## src/sv/assert_macros.svh

```systemverilog
// ----------------------------------------------------------------------------
// assert_macros.svh
// Concurrent assertion shorthands shared by the RTL.
// ----------------------------------------------------------------------------
`ifndef ASSERT_MACROS_SVH
`define ASSERT_MACROS_SVH

// Clocked check, masked while reset is asserted (active-low reset).
`define ASSERT_CLK_RST(lbl, clk, rstn, prop, msg) \
    lbl: assert property (@(posedge clk) disable iff (!(rstn)) (prop)) \
        else $error(msg);

// Clocked check that also holds across reset.
`define ASSERT_CLK(lbl, clk, prop, msg) \
    lbl: assert property (@(posedge clk) (prop)) else $error(msg);

`endif

```

## src/sv/ncc_pkg.sv

```systemverilog
`timescale 1ns / 1ps
// ----------------------------------------------------------------------------
// ncc_pkg
// Types, codes and helpers for the nearest-color classifier pipeline.
// ----------------------------------------------------------------------------
package ncc_pkg;

    typedef logic [7:0]  level_t;
    typedef logic [9:0]  score_t;
    typedef logic [23:0] rgb_ref_t;
    typedef logic [2:0]  class_t;
    typedef logic [4:0]  mask_t;

    // result codes
    localparam class_t CLASS_NONE  = 3'd0;
    localparam class_t CLASS_RED   = 3'd1;
    localparam class_t CLASS_GREEN = 3'd2;
    localparam class_t CLASS_BLUE  = 3'd3;
    localparam class_t CLASS_WHITE = 3'd4;
    localparam class_t CLASS_BLACK = 3'd5;

    localparam int NUM_RGB  = 3;
    localparam int NUM_CAND = 5;

    // candidate slot -> result code, slot order is the tie-break priority
    localparam class_t [NUM_CAND-1:0] CAND_CLASS =
        {CLASS_BLACK, CLASS_WHITE, CLASS_BLUE, CLASS_GREEN, CLASS_RED};

    localparam int CAND_WHITE = 3;
    localparam int CAND_BLACK = 4;

    // configuration register indexes
    typedef logic [1:0] cfg_index_t;
    localparam cfg_index_t REG_RED_REF   = 2'd0;
    localparam cfg_index_t REG_GREEN_REF = 2'd1;
    localparam cfg_index_t REG_BLUE_REF  = 2'd2;
    localparam cfg_index_t REG_BRIGHT    = 2'd3;

    localparam rgb_ref_t RED_REF_RST   = 24'h4B0E19;
    localparam rgb_ref_t GREEN_REF_RST = 24'h0D332B;
    localparam rgb_ref_t BLUE_REF_RST  = 24'h0D2637;
    localparam level_t   BRIGHT_RST    = 8'd200;

    localparam score_t FAR_SCORE = 10'd255;

    typedef struct packed {
        logic [NUM_RGB-1:0][23:0] color_ref;   // [0] red, [1] green, [2] blue
        level_t                   bright_threshold;
    } ncc_cfg_t;

    typedef struct packed {
        level_t red_level;
        level_t green_level;
        level_t blue_level;
        level_t ambient_level;
        mask_t  search_mask;
    } ncc_sample_t;

    // stage 1: per-component absolute differences, [color][component]
    typedef struct packed {
        logic [NUM_RGB-1:0][2:0][7:0] diff;
        logic                         bright;
        mask_t                        mask;
    } ncc_diff_t;

    // stage 2: one score per candidate
    typedef struct packed {
        score_t [NUM_CAND-1:0] score;
        mask_t                 mask;
    } ncc_score_t;

    function automatic level_t abs_diff(input level_t a, input level_t b);
        abs_diff = (a > b) ? (a - b) : (b - a);
    endfunction

endpackage

```

## src/sv/ncc_diff.sv

```systemverilog
`timescale 1ns / 1ps
// ----------------------------------------------------------------------------
// ncc_diff
// Stage 1: absolute component differences against each reference, brightness
// flag, and masking of invalid samples.
// ----------------------------------------------------------------------------
module ncc_diff (
    input  logic                aclk,
    input  logic                aresetn,
    input  logic                in_valid,
    output logic                in_ready,
    input  ncc_pkg::ncc_sample_t in_sample,
    input  ncc_pkg::ncc_cfg_t   cfg,
    output logic                out_valid,
    input  logic                out_ready,
    output ncc_pkg::ncc_diff_t  out_data
);

    logic               valid_reg;
    ncc_pkg::ncc_diff_t data_reg;
    ncc_pkg::ncc_diff_t data_next;
    logic               advance;

    assign advance   = !valid_reg || out_ready;
    assign in_ready  = advance;
    assign out_valid = valid_reg;
    assign out_data  = data_reg;

    always_comb begin
        for (int c = 0; c < ncc_pkg::NUM_RGB; c++) begin
            data_next.diff[c][0] = ncc_pkg::abs_diff(in_sample.red_level,
                                                     cfg.color_ref[c][23:16]);
            data_next.diff[c][1] = ncc_pkg::abs_diff(in_sample.green_level,
                                                     cfg.color_ref[c][15:8]);
            data_next.diff[c][2] = ncc_pkg::abs_diff(in_sample.blue_level,
                                                     cfg.color_ref[c][7:0]);
        end
        data_next.bright = in_sample.ambient_level > cfg.bright_threshold;
        // zero ambient means no sample: drop every candidate
        data_next.mask   = (in_sample.ambient_level == '0) ? '0 : in_sample.search_mask;
    end

    always_ff @(posedge aclk) begin
        if (!aresetn) begin
            valid_reg <= 1'b0;
        end else if (advance) begin
            valid_reg <= in_valid;
        end
    end

    always_ff @(posedge aclk) begin
        if (advance && in_valid) begin
            data_reg <= data_next;
        end
    end

endmodule

```

## src/sv/ncc_score.sv

```systemverilog
`timescale 1ns / 1ps
// ----------------------------------------------------------------------------
// ncc_score
// Stage 2: L1 sums for the RGB candidates, fixed scores for white and black.
// ----------------------------------------------------------------------------
module ncc_score (
    input  logic                aclk,
    input  logic                aresetn,
    input  logic                in_valid,
    output logic                in_ready,
    input  ncc_pkg::ncc_diff_t  in_data,
    output logic                out_valid,
    input  logic                out_ready,
    output ncc_pkg::ncc_score_t out_data
);

    logic                valid_reg;
    ncc_pkg::ncc_score_t data_reg;
    ncc_pkg::ncc_score_t data_next;
    logic                advance;

    assign advance   = !valid_reg || out_ready;
    assign in_ready  = advance;
    assign out_valid = valid_reg;
    assign out_data  = data_reg;

    always_comb begin
        for (int c = 0; c < ncc_pkg::NUM_RGB; c++) begin
            data_next.score[c] = 10'(in_data.diff[c][0]) + 10'(in_data.diff[c][1])
                               + 10'(in_data.diff[c][2]);
        end
        data_next.score[ncc_pkg::CAND_WHITE] = in_data.bright ? '0 : ncc_pkg::FAR_SCORE;
        data_next.score[ncc_pkg::CAND_BLACK] = in_data.bright ? ncc_pkg::FAR_SCORE : '0;
        data_next.mask = in_data.mask;
    end

    always_ff @(posedge aclk) begin
        if (!aresetn) begin
            valid_reg <= 1'b0;
        end else if (advance) begin
            valid_reg <= in_valid;
        end
    end

    always_ff @(posedge aclk) begin
        if (advance && in_valid) begin
            data_reg <= data_next;
        end
    end

endmodule

```

## src/sv/ncc_select.sv

```systemverilog
`timescale 1ns / 1ps
// ----------------------------------------------------------------------------
// ncc_select
// Stage 3: lowest-score search over the enabled candidates, into the output
// register. Strictly-lower compare keeps the earlier candidate on a tie.
// ----------------------------------------------------------------------------
module ncc_select (
    input  logic                aclk,
    input  logic                aresetn,
    input  logic                in_valid,
    output logic                in_ready,
    input  ncc_pkg::ncc_score_t in_data,
    output logic                out_valid,
    input  logic                out_ready,
    output ncc_pkg::class_t     out_class
);

    logic             valid_reg;
    ncc_pkg::class_t  class_reg;
    ncc_pkg::class_t  class_next;
    ncc_pkg::score_t  best;
    logic             advance;

    assign advance   = !valid_reg || out_ready;
    assign in_ready  = advance;
    assign out_valid = valid_reg;
    assign out_class = class_reg;

    always_comb begin
        class_next = ncc_pkg::CLASS_NONE;
        best       = '0;
        for (int k = 0; k < ncc_pkg::NUM_CAND; k++) begin
            if (in_data.mask[k] &&
                (class_next == ncc_pkg::CLASS_NONE || in_data.score[k] < best)) begin
                best       = in_data.score[k];
                class_next = ncc_pkg::CAND_CLASS[k];
            end
        end
    end

    always_ff @(posedge aclk) begin
        if (!aresetn) begin
            valid_reg <= 1'b0;
        end else if (advance) begin
            valid_reg <= in_valid;
        end
    end

    always_ff @(posedge aclk) begin
        if (advance && in_valid) begin
            class_reg <= class_next;
        end
    end

endmodule

```

## src/sv/rgb_nearest_color_classifier.sv

```systemverilog
`timescale 1ns / 1ps
// ----------------------------------------------------------------------------
// rgb_nearest_color_classifier
// Classifies an RGB + ambient sample as none/red/green/blue/white/black.
// ----------------------------------------------------------------------------
// Usage:
//   Input beat (s_valid/s_ready): red, green, blue and ambient levels plus a
//   5-bit candidate mask. Result beat (m_valid/m_ready): one 3-bit class per
//   input beat, in order.
//   Three register stages: differences, scores, min-search + output register.
//   Throughput is one beat per cycle while m_ready is high, bounded by the
//   three stage registers. Each stage advances when it is empty or its
//   successor takes its beat, so s_ready stays high while bubbles remain even
//   if m_ready is low; once all three stages hold beats, s_ready drops until
//   m_ready returns. Nothing is dropped or duplicated under stall.
//   Config: cfg_wr_en writes cfg_wdata into register cfg_index
//   (0 red ref, 1 green ref, 2 blue ref, 3 bright threshold in bits 7:0).
//   Write only while the pipeline is empty.
//   Reset (aresetn low, synchronous): pipeline empties and the references
//   and threshold return to their defaults.
// ----------------------------------------------------------------------------
`include "assert_macros.svh"

module rgb_nearest_color_classifier (
    input  logic        aclk,
    input  logic        aresetn,
    input  logic        cfg_wr_en,
    input  logic [1:0]  cfg_index,
    input  logic [23:0] cfg_wdata,
    input  logic        s_valid,
    output logic        s_ready,
    input  logic [7:0]  s_red_level,
    input  logic [7:0]  s_green_level,
    input  logic [7:0]  s_blue_level,
    input  logic [7:0]  s_ambient_level,
    input  logic [4:0]  s_search_mask,
    output logic        m_valid,
    input  logic        m_ready,
    output logic [2:0]  m_color_class
);

    ncc_pkg::ncc_cfg_t   cfg_reg;
    ncc_pkg::ncc_sample_t sample;
    ncc_pkg::ncc_diff_t  diff_data;
    ncc_pkg::ncc_score_t score_data;
    logic                diff_valid;
    logic                diff_ready;
    logic                score_valid;
    logic                score_ready;

    always_ff @(posedge aclk) begin
        if (!aresetn) begin
            cfg_reg.color_ref[0]    <= ncc_pkg::RED_REF_RST;
            cfg_reg.color_ref[1]    <= ncc_pkg::GREEN_REF_RST;
            cfg_reg.color_ref[2]    <= ncc_pkg::BLUE_REF_RST;
            cfg_reg.bright_threshold <= ncc_pkg::BRIGHT_RST;
        end else if (cfg_wr_en) begin
            case (cfg_index)
                ncc_pkg::REG_RED_REF:   cfg_reg.color_ref[0] <= cfg_wdata;
                ncc_pkg::REG_GREEN_REF: cfg_reg.color_ref[1] <= cfg_wdata;
                ncc_pkg::REG_BLUE_REF:  cfg_reg.color_ref[2] <= cfg_wdata;
                ncc_pkg::REG_BRIGHT:    cfg_reg.bright_threshold <= cfg_wdata[7:0];
                default: ;
            endcase
        end
    end

    assign sample.red_level     = s_red_level;
    assign sample.green_level   = s_green_level;
    assign sample.blue_level    = s_blue_level;
    assign sample.ambient_level = s_ambient_level;
    assign sample.search_mask   = s_search_mask;

    ncc_diff u_diff (
        .aclk      (aclk),
        .aresetn   (aresetn),
        .in_valid  (s_valid),
        .in_ready  (s_ready),
        .in_sample (sample),
        .cfg       (cfg_reg),
        .out_valid (diff_valid),
        .out_ready (diff_ready),
        .out_data  (diff_data)
    );

    ncc_score u_score (
        .aclk      (aclk),
        .aresetn   (aresetn),
        .in_valid  (diff_valid),
        .in_ready  (diff_ready),
        .in_data   (diff_data),
        .out_valid (score_valid),
        .out_ready (score_ready),
        .out_data  (score_data)
    );

    ncc_select u_select (
        .aclk      (aclk),
        .aresetn   (aresetn),
        .in_valid  (score_valid),
        .in_ready  (score_ready),
        .in_data   (score_data),
        .out_valid (m_valid),
        .out_ready (m_ready),
        .out_class (m_color_class)
    );

    // no-sample beat must reach stage 1 with every candidate dropped
    `ASSERT_CLK_RST(a_dark_masked, aclk, aresetn, (s_valid && s_ready && s_ambient_level == 8'd0) |=> (diff_valid && diff_data.mask == 5'd0), "zero-ambient beat kept candidates")
    // white and black scores are always complementary
    `ASSERT_CLK_RST(a_wb_complement, aclk, aresetn, score_valid |-> ((score_data.score[ncc_pkg::CAND_WHITE] == 10'd0) != (score_data.score[ncc_pkg::CAND_BLACK] == 10'd0)), "white/black scores not complementary")
    // result code stays within the defined classes
    `ASSERT_CLK_RST(a_class_range, aclk, aresetn, m_valid |-> (m_color_class <= ncc_pkg::CLASS_BLACK), "class code out of range")
    // pipeline is empty right after reset
    `ASSERT_CLK(a_reset_empty, aclk, !aresetn |=> (!m_valid && !diff_valid && !score_valid), "pipeline not empty after reset")

endmodule
```

## config.mk

```make
export PLATFORM = sky130hd
export DESIGN_NAME = rgb_nearest_color_classifier
export DESIGN_NICKNAME = d
export VERILOG_FILES = /design/src/sv/ncc_pkg.sv /design/src/sv/ncc_diff.sv /design/src/sv/ncc_score.sv /design/src/sv/ncc_select.sv /design/src/sv/rgb_nearest_color_classifier.sv
export VERILOG_INCLUDE_DIRS = /design/src /design/src/sv
export SDC_FILE = /design/constraint.sdc
export NUM_CORES = 1
export LEC_CHECK = 0
export ABC_AREA = 0
export CORE_MARGIN = 5
export CORE_UTILIZATION = 62
export CTS_BUF_LIST = sky130_fd_sc_hd__clkbuf_2 sky130_fd_sc_hd__clkbuf_4 sky130_fd_sc_hd__clkbuf_8
export DETAILED_ROUTE_END_ITERATION = 8
export DONT_BUFFER_PORTS = 1
export HOLD_SLACK_MARGIN = 0.15
export PLACE_DENSITY = 0.78
export SYNTH_ARGS = -nofsm -noshare
export SYNTH_HDL_FRONTEND = slang
export SYNTH_SLANG_ARGS = --single-unit
export TNS_END_PERCENT = 20
```

## constraint.sdc

```tcl
create_clock -name aclk -period 9 [get_ports aclk]
set_clock_uncertainty 0.2 [all_clocks]
set_input_delay 1.8 -clock aclk [delete_from_list [all_inputs] [get_ports aclk]]
set_output_delay 1.8 -clock aclk [all_outputs]
set_load 0.01 [all_outputs]
```

# Yosys cells after proc, flatten, opt, wreduce, memory -nomap -nowiden
# Cells that the tools add are included.
# W data, S select, Z words.
# word_totals
register_bits,219
input_bits,68
word_cells,112
# classes
addsub,24
n_lt_le_gt_ge,14
n_eq_ne,3
mux,19
n_reduce_logical,27
# ops
operator,n
$sub A8 B8 Y8,18
$mux W8,11
$gt A8 B8 Y1,10
$lt A10 B10 Y1,4
$mux W10,4
$add A10 B8 Y10,3
$add A8 B8 Y9,3
$logic_not A3 Y1,4
$mux W3,3
$logic_not A8 Y1,1
$reduce_and A2 Y1,4
$logic_and A1 B1 Y1,7
$logic_or A1 B1 Y1,7
$eq A2 B2 Y1 const B,2
$logic_not A1 Y1,3
$eq A2 B1 Y1 const B,1
$logic_not A2 Y1,1
$mux W1,1

# Logic depth before layout (Yosys ltp)
# depth
ltp_word,16
mapped_depth,37
mapped_depth_nobuf,34

# Hierarchy
# Synthesis repeated with hierarchy kept, for this count alone.
# unflattened
hier_cells,1596
hier_area_um2,16124.2
# modules_own_cells
module,instances,cells_per_inst,area_each_um2
ncc_diff,1,862,8557.0
rgb_nearest_color_classifier,1,311,3189.3
ncc_score,1,226,2812.7
ncc_select,1,197,1565.3

# Worst setup path after synthesis
# OpenSTA, ideal clock, no wires.
# synth_timing
path_kind,register -> register
start,"register u_score.data_reg, in the netlist u_score.out_data[0]"
end,"register u_select.class_reg[0], in the netlist u_select.out_class[0], data pin"
arrival_time_ns,6.978
path_slack_ns,1.560
stages_incl_launch_ff,38
cell_sequence,edfxtp_1 -> clkbuf_1 -> nand2_1 -> ha_1 -> nand4_1 -> o31a_1 -> a21o_1 -> a21o_1 -> clkbuf_1 -> clkbuf_1 -> o21ai_0 -> inv_1 -> ha_1 -> a211oi_1 -> o21ai_0 -> nor4_1 -> a221o_1 -> buf_6 -> (+2 left out) -> a21o_1 -> a21o_1 -> a21oi_1 -> nor2b_1 -> o21ai_0 -> and3b_1 -> a32oi_4 -> mux2_2 -> ha_1 -> a21o_1 -> a21o_1 -> a21oi_1 -> o21ai_0 -> a21o_1 -> a31oi_1 -> a221o_1 -> o21ai_0 -> nand3_1
# synth_between
elab_chain_len,16
# synth_rtl
element,line_no,source
"start, declared",ncc_score.sv:18,ncc_pkg::ncc_score_t data_reg;
"start signal, assigned",ncc_score.sv:47,data_reg <= data_next;
$mux W10 or $mux W1 (tied branches),ncc_select.sv:33,if (in_data.mask[k] &&
$lt A10 B10 Y1 or $logic_not A3 Y1 (tied branches),ncc_select.sv:34,(class_next == ncc_pkg::CLASS_NONE || in_data.score[k] < best)) begin
$logic_or A1 B1 Y1,ncc_select.sv:34,
$logic_and A1 B1 Y1,ncc_select.sv:33,
$mux W10 or $mux W3 (tied branches),ncc_select.sv:33,
$lt A10 B10 Y1 or $logic_not A3 Y1 (tied branches),ncc_select.sv:34,
$logic_or A1 B1 Y1,ncc_select.sv:34,
$logic_and A1 B1 Y1,ncc_select.sv:33,
$mux W10 or $mux W3 (tied branches),ncc_select.sv:33,
$lt A10 B10 Y1 or $logic_not A3 Y1 (tied branches),ncc_select.sv:34,
$logic_or A1 B1 Y1,ncc_select.sv:34,
$logic_and A1 B1 Y1,ncc_select.sv:33,
$mux W10 or $mux W3 (tied branches),ncc_select.sv:33,
$lt A10 B10 Y1 or $logic_not A3 Y1 (tied branches),ncc_select.sv:34,
$logic_or A1 B1 Y1,ncc_select.sv:34,
$logic_and A1 B1 Y1,ncc_select.sv:33,
"end signal, assigned",ncc_select.sv:51,class_reg <= class_next;
"end, declared",ncc_select.sv:19,ncc_pkg::class_t class_reg;
# Several ways; a longest one is shown, not always the timed one.
# A chain may end at the register's enable or synchronous reset.

# Final worst setup path
# layout_timing
start,"register u_score.data_reg, in the netlist u_score.out_data[0]"
end,"register u_select.class_reg[1], in the netlist u_select.out_class[1], data pin"
# The elaborated chain is that of the path after synthesis.

==> results.md <==
- CP max-delay cell: a221o_2
- # Max-Cap Violations: 0
- Final instance area: 16,450 um2
- Slew @ Worst Pin: 1.166 ns
- Routed Antenna Nets: 0
- Combinational share of power: 0.408
- Yosys warns: 0
- Fillers: 1,958
- Gate Count Post-Synth: 1,591
- Post-Syn Area: 15,390 um2
- Final min period: 8.242 ns
- Total CTS buffers: 36
- Max incr delay on CP: 0.50 ns
- Final hold vios: 0
- Setup TNS: 0 ns
- Number of synthesized flops with an enable pin: 118
- CTS clk-pin slew, worst paths: 0.06 ns
- Non-filler cells, final: 1,948
- Hold Worst Slack: 0.2208 ns
- CTS tree: yes
- HPWL Detailed: 27,560 um
- DRT Wirelength: 35,420 um
- Synth cell types: 56
- Leak Pwr: 0.007164 uW
- Syn_nets: 1,906
- Via density: 5.906
- Initial Util: 0.6309
- Clk_lat worst skew: 0.54 ns
- Final period utilization: 0.9158
- Post-CTS Hold Buffers: 0
- Number of global-route vias before repair: 11,494
- I/O pin count: 73
- Switching Share: 0.3558
- DRT iter0 DRCs: 903
- Max-slew violation count: 0
- Core area: 24,390 um2
- WP data arrival: 8.32 ns
- Die Ht: 167.5 um
- CP Class: reg2reg
- Buffers on Ports: 0
- Ys flop type: edfxtp_1
- Final setup viols: 0
- GR Overflow Total: 0
- Seq cells post-synth: 201
- H-Tree Level Count: 2
- Share of flip-flops with an asynchronous set or reset: 0
- Cell row count: 57
- Most used routing layer: met2
- Met3 Track Usage GR: 0.04479
- GRT Util Overall: 0.2512
- Worst vdd ir: 0.1407 mV
- Placement Cell Area: 15,730 um2
- WP data required: 9.08 ns
- Area Growth Syn to Fin: 6.927%
- Drt wl/cell: 18.18 um
- Largest net degree at the start of global routing: 84
- Vias: 11,505
- Wire length of the first global-routing pass: 58,260 um
- Final nets: 1,912
- Crit-path max FO: 19
- Syn avg cell area: 9.672 um2
- Fmax: 121.3 MHz
- Die Area: 28,070 um2
- Multi-input combinational cell area: 9430 um2
- Final GP Congestion: 0.8575
- GRT met2 Usage: 0.4085
- PnR worst setup slack: 0.7582 ns
- Dpl ws: 0.5283 ns
- CP endpoint kind: flop
- Clock tree sinks: 201
- Met1 GRT Util: 0.3421
- Placed insts: 1,881
- Max reg flops: 80
- Hold WC Path Type: reg2reg
- Status: finished clean
- Int Pwr: 2257 uW
- Startpoint types: flop
- PD cells: 212.9 nW/um2
- Part of the power in the clock network: 0.239
- FF+latch area: 5205 um2
- Unrepaired setup endpoints after global routing: no
- CTS Buffer Depth: 3
- DIE WIDTH: 167.5 um
- Slew margin rel.: 0.2208
- Sequential power share: 0.353
- Clock root cell: clkbuf_8
- Initial antenna violation count: 0
- DR pass1 iterations: 7
- Seq/Total Area, Yosys: 0.3382
- Net Sw Power: 1246 uW
- Layout cells sized above 1: 0.08133
- R2R Setup Slk: 0.76 ns
- DRC: 0
[path summary, 6_finish.rpt]
| path | start | to | cells after the start |
|---|---|---|---|
| max | u_score.out_data[0] | u_select.out_class[1] | 33 |
| min | u_diff.out_data[3] | u_score.out_data[3] | 0 |
| max reg2reg | u_score.out_data[0] | u_select.out_class[1] | 33 |
| min reg2reg | u_diff.out_data[3] | u_score.out_data[3] | 0 |
[metrics by stage]
step / util / power [uW]
CTS: 0.6738 / 3513
global placement: 0.6449 / 2592
detailed placement: 0.6449 / 2661
floorplan: - / 2340
global route: 0.6745 / 3745
finish: 0.6746 / 3503
[cell families after synthesis]
| logic type | count (synthesis) | share of synthesized area |
|---|---|---|
| xor+xnor | 93 | 0.05293 |
| fa+ha+maj | 247 | 0.2125 |
| buf+inv | 205 | 0.05122 |
| simple gates | 374 | 0.1186 |
| compound gates | 384 | 0.1674 |
| mux | 87 | 0.05903 |
| flops | 201 | 0.3382 |
[critical path: cells and delay by family (launching register included)]
family | cells | cell delay [ns]
muxes | 2 | 0.59
AOI/OAI and AO/OA | 20 | 4.57
adders and majority gates | 4 | 1.28
DFF | 1 | 0.45
buffers and inverters | 1 | 0.09
and+or+nand+nor | 6 | 0.80
[cell type report]
class	count	share of cell area
Timing Repair Buffer	15	0.006844
Sequential cell	201	0.3163
Antenna cell	1	0.0001521
Multi-Input combinational cell	1185	0.5731
Tap cell	324	0.02464
Clock buffer	50	0.03802
Inverter	158	0.03604
Clock inverter	14	0.004867
[cell usage in the layout (no fill, tap or decap), types with 26 or more instances in the layout]
cell type and n:
a21boi_0 46, a21o_1 44, a21oi_1 81, clkbuf_8 40, dfxtp_1 83, edfxtp_1 118
ha_1 223, inv_1 158, mux2_2 30, mux2i_1 57, nand2_1 175, nor2_1 42
o211ai_1 38, o21ai_0 55, o21bai_1 26, xnor2_1 53, xor2_1 40
[power by group through the flow]
stage	sequential, uW	clock (uW)	combinational (uW)
after floorplan	1230	0	1110
after global placement	1250	0	1340
after detailed placement	1250	0	1410
after CTS	1240	858	1420
after global routing	1250	907	1590
final	1240	837	1430
[Yosys cell counts, drive strengths merged (2+ instances only)]
library cell	instances	area, um2
or3	10	62.56
nand3	11	55.05
nor3b	2	15.01
ha	223	2790
nand2b	18	112.6
a31o	5	43.79
nor2	43	161.4
nand3b	10	75.07
o22ai	10	62.56
o21bai	26	195.2
a21oi	81	405.4
a31oi	16	100.1
nand2	176	663.1
and3b	2	17.52
clkbuf	37	138.9
and2	16	100.1
o2111ai	10	87.58
o31ai	7	57.55
o21ai	65	329.1
a221o	2	20.02
nor2b	24	150.1
a21o	44	330.3
or3b	10	87.58
o21a	8	60.06
dfxtp	83	1662
fa	24	480.5
a211oi	5	37.54
edfxtp	118	3543
and3	5	31.28
xor2	40	350.3
o211ai	38	285.3
a211o	10	87.58
a21boi	47	352.8
o31a	3	26.28
mux2i	57	570.6
nor4	5	31.28
buf	10	56.30
nor3	15	75.07
inv	158	593.1
xnor2	53	464.2
mux2	30	337.8
nand4	25	156.4
[metal layers]
layer	vias to the layer above	wire length, um	part of all wire
met3	86	2485	0.070
met1	5402	15360	0.43
met5	-	0	0
li1	5663	-	-
met2	354	16390	0.46
met4	0	1180	0.033
[what timing repair did]
item / 4_1_cts / 5_1_grt
setup buffers: 0 / 2
resized for setup: 0 / 1
endpoints found under the setup margin: 0 / 3
No activity file was read; power rests on OpenSTA's default activity.
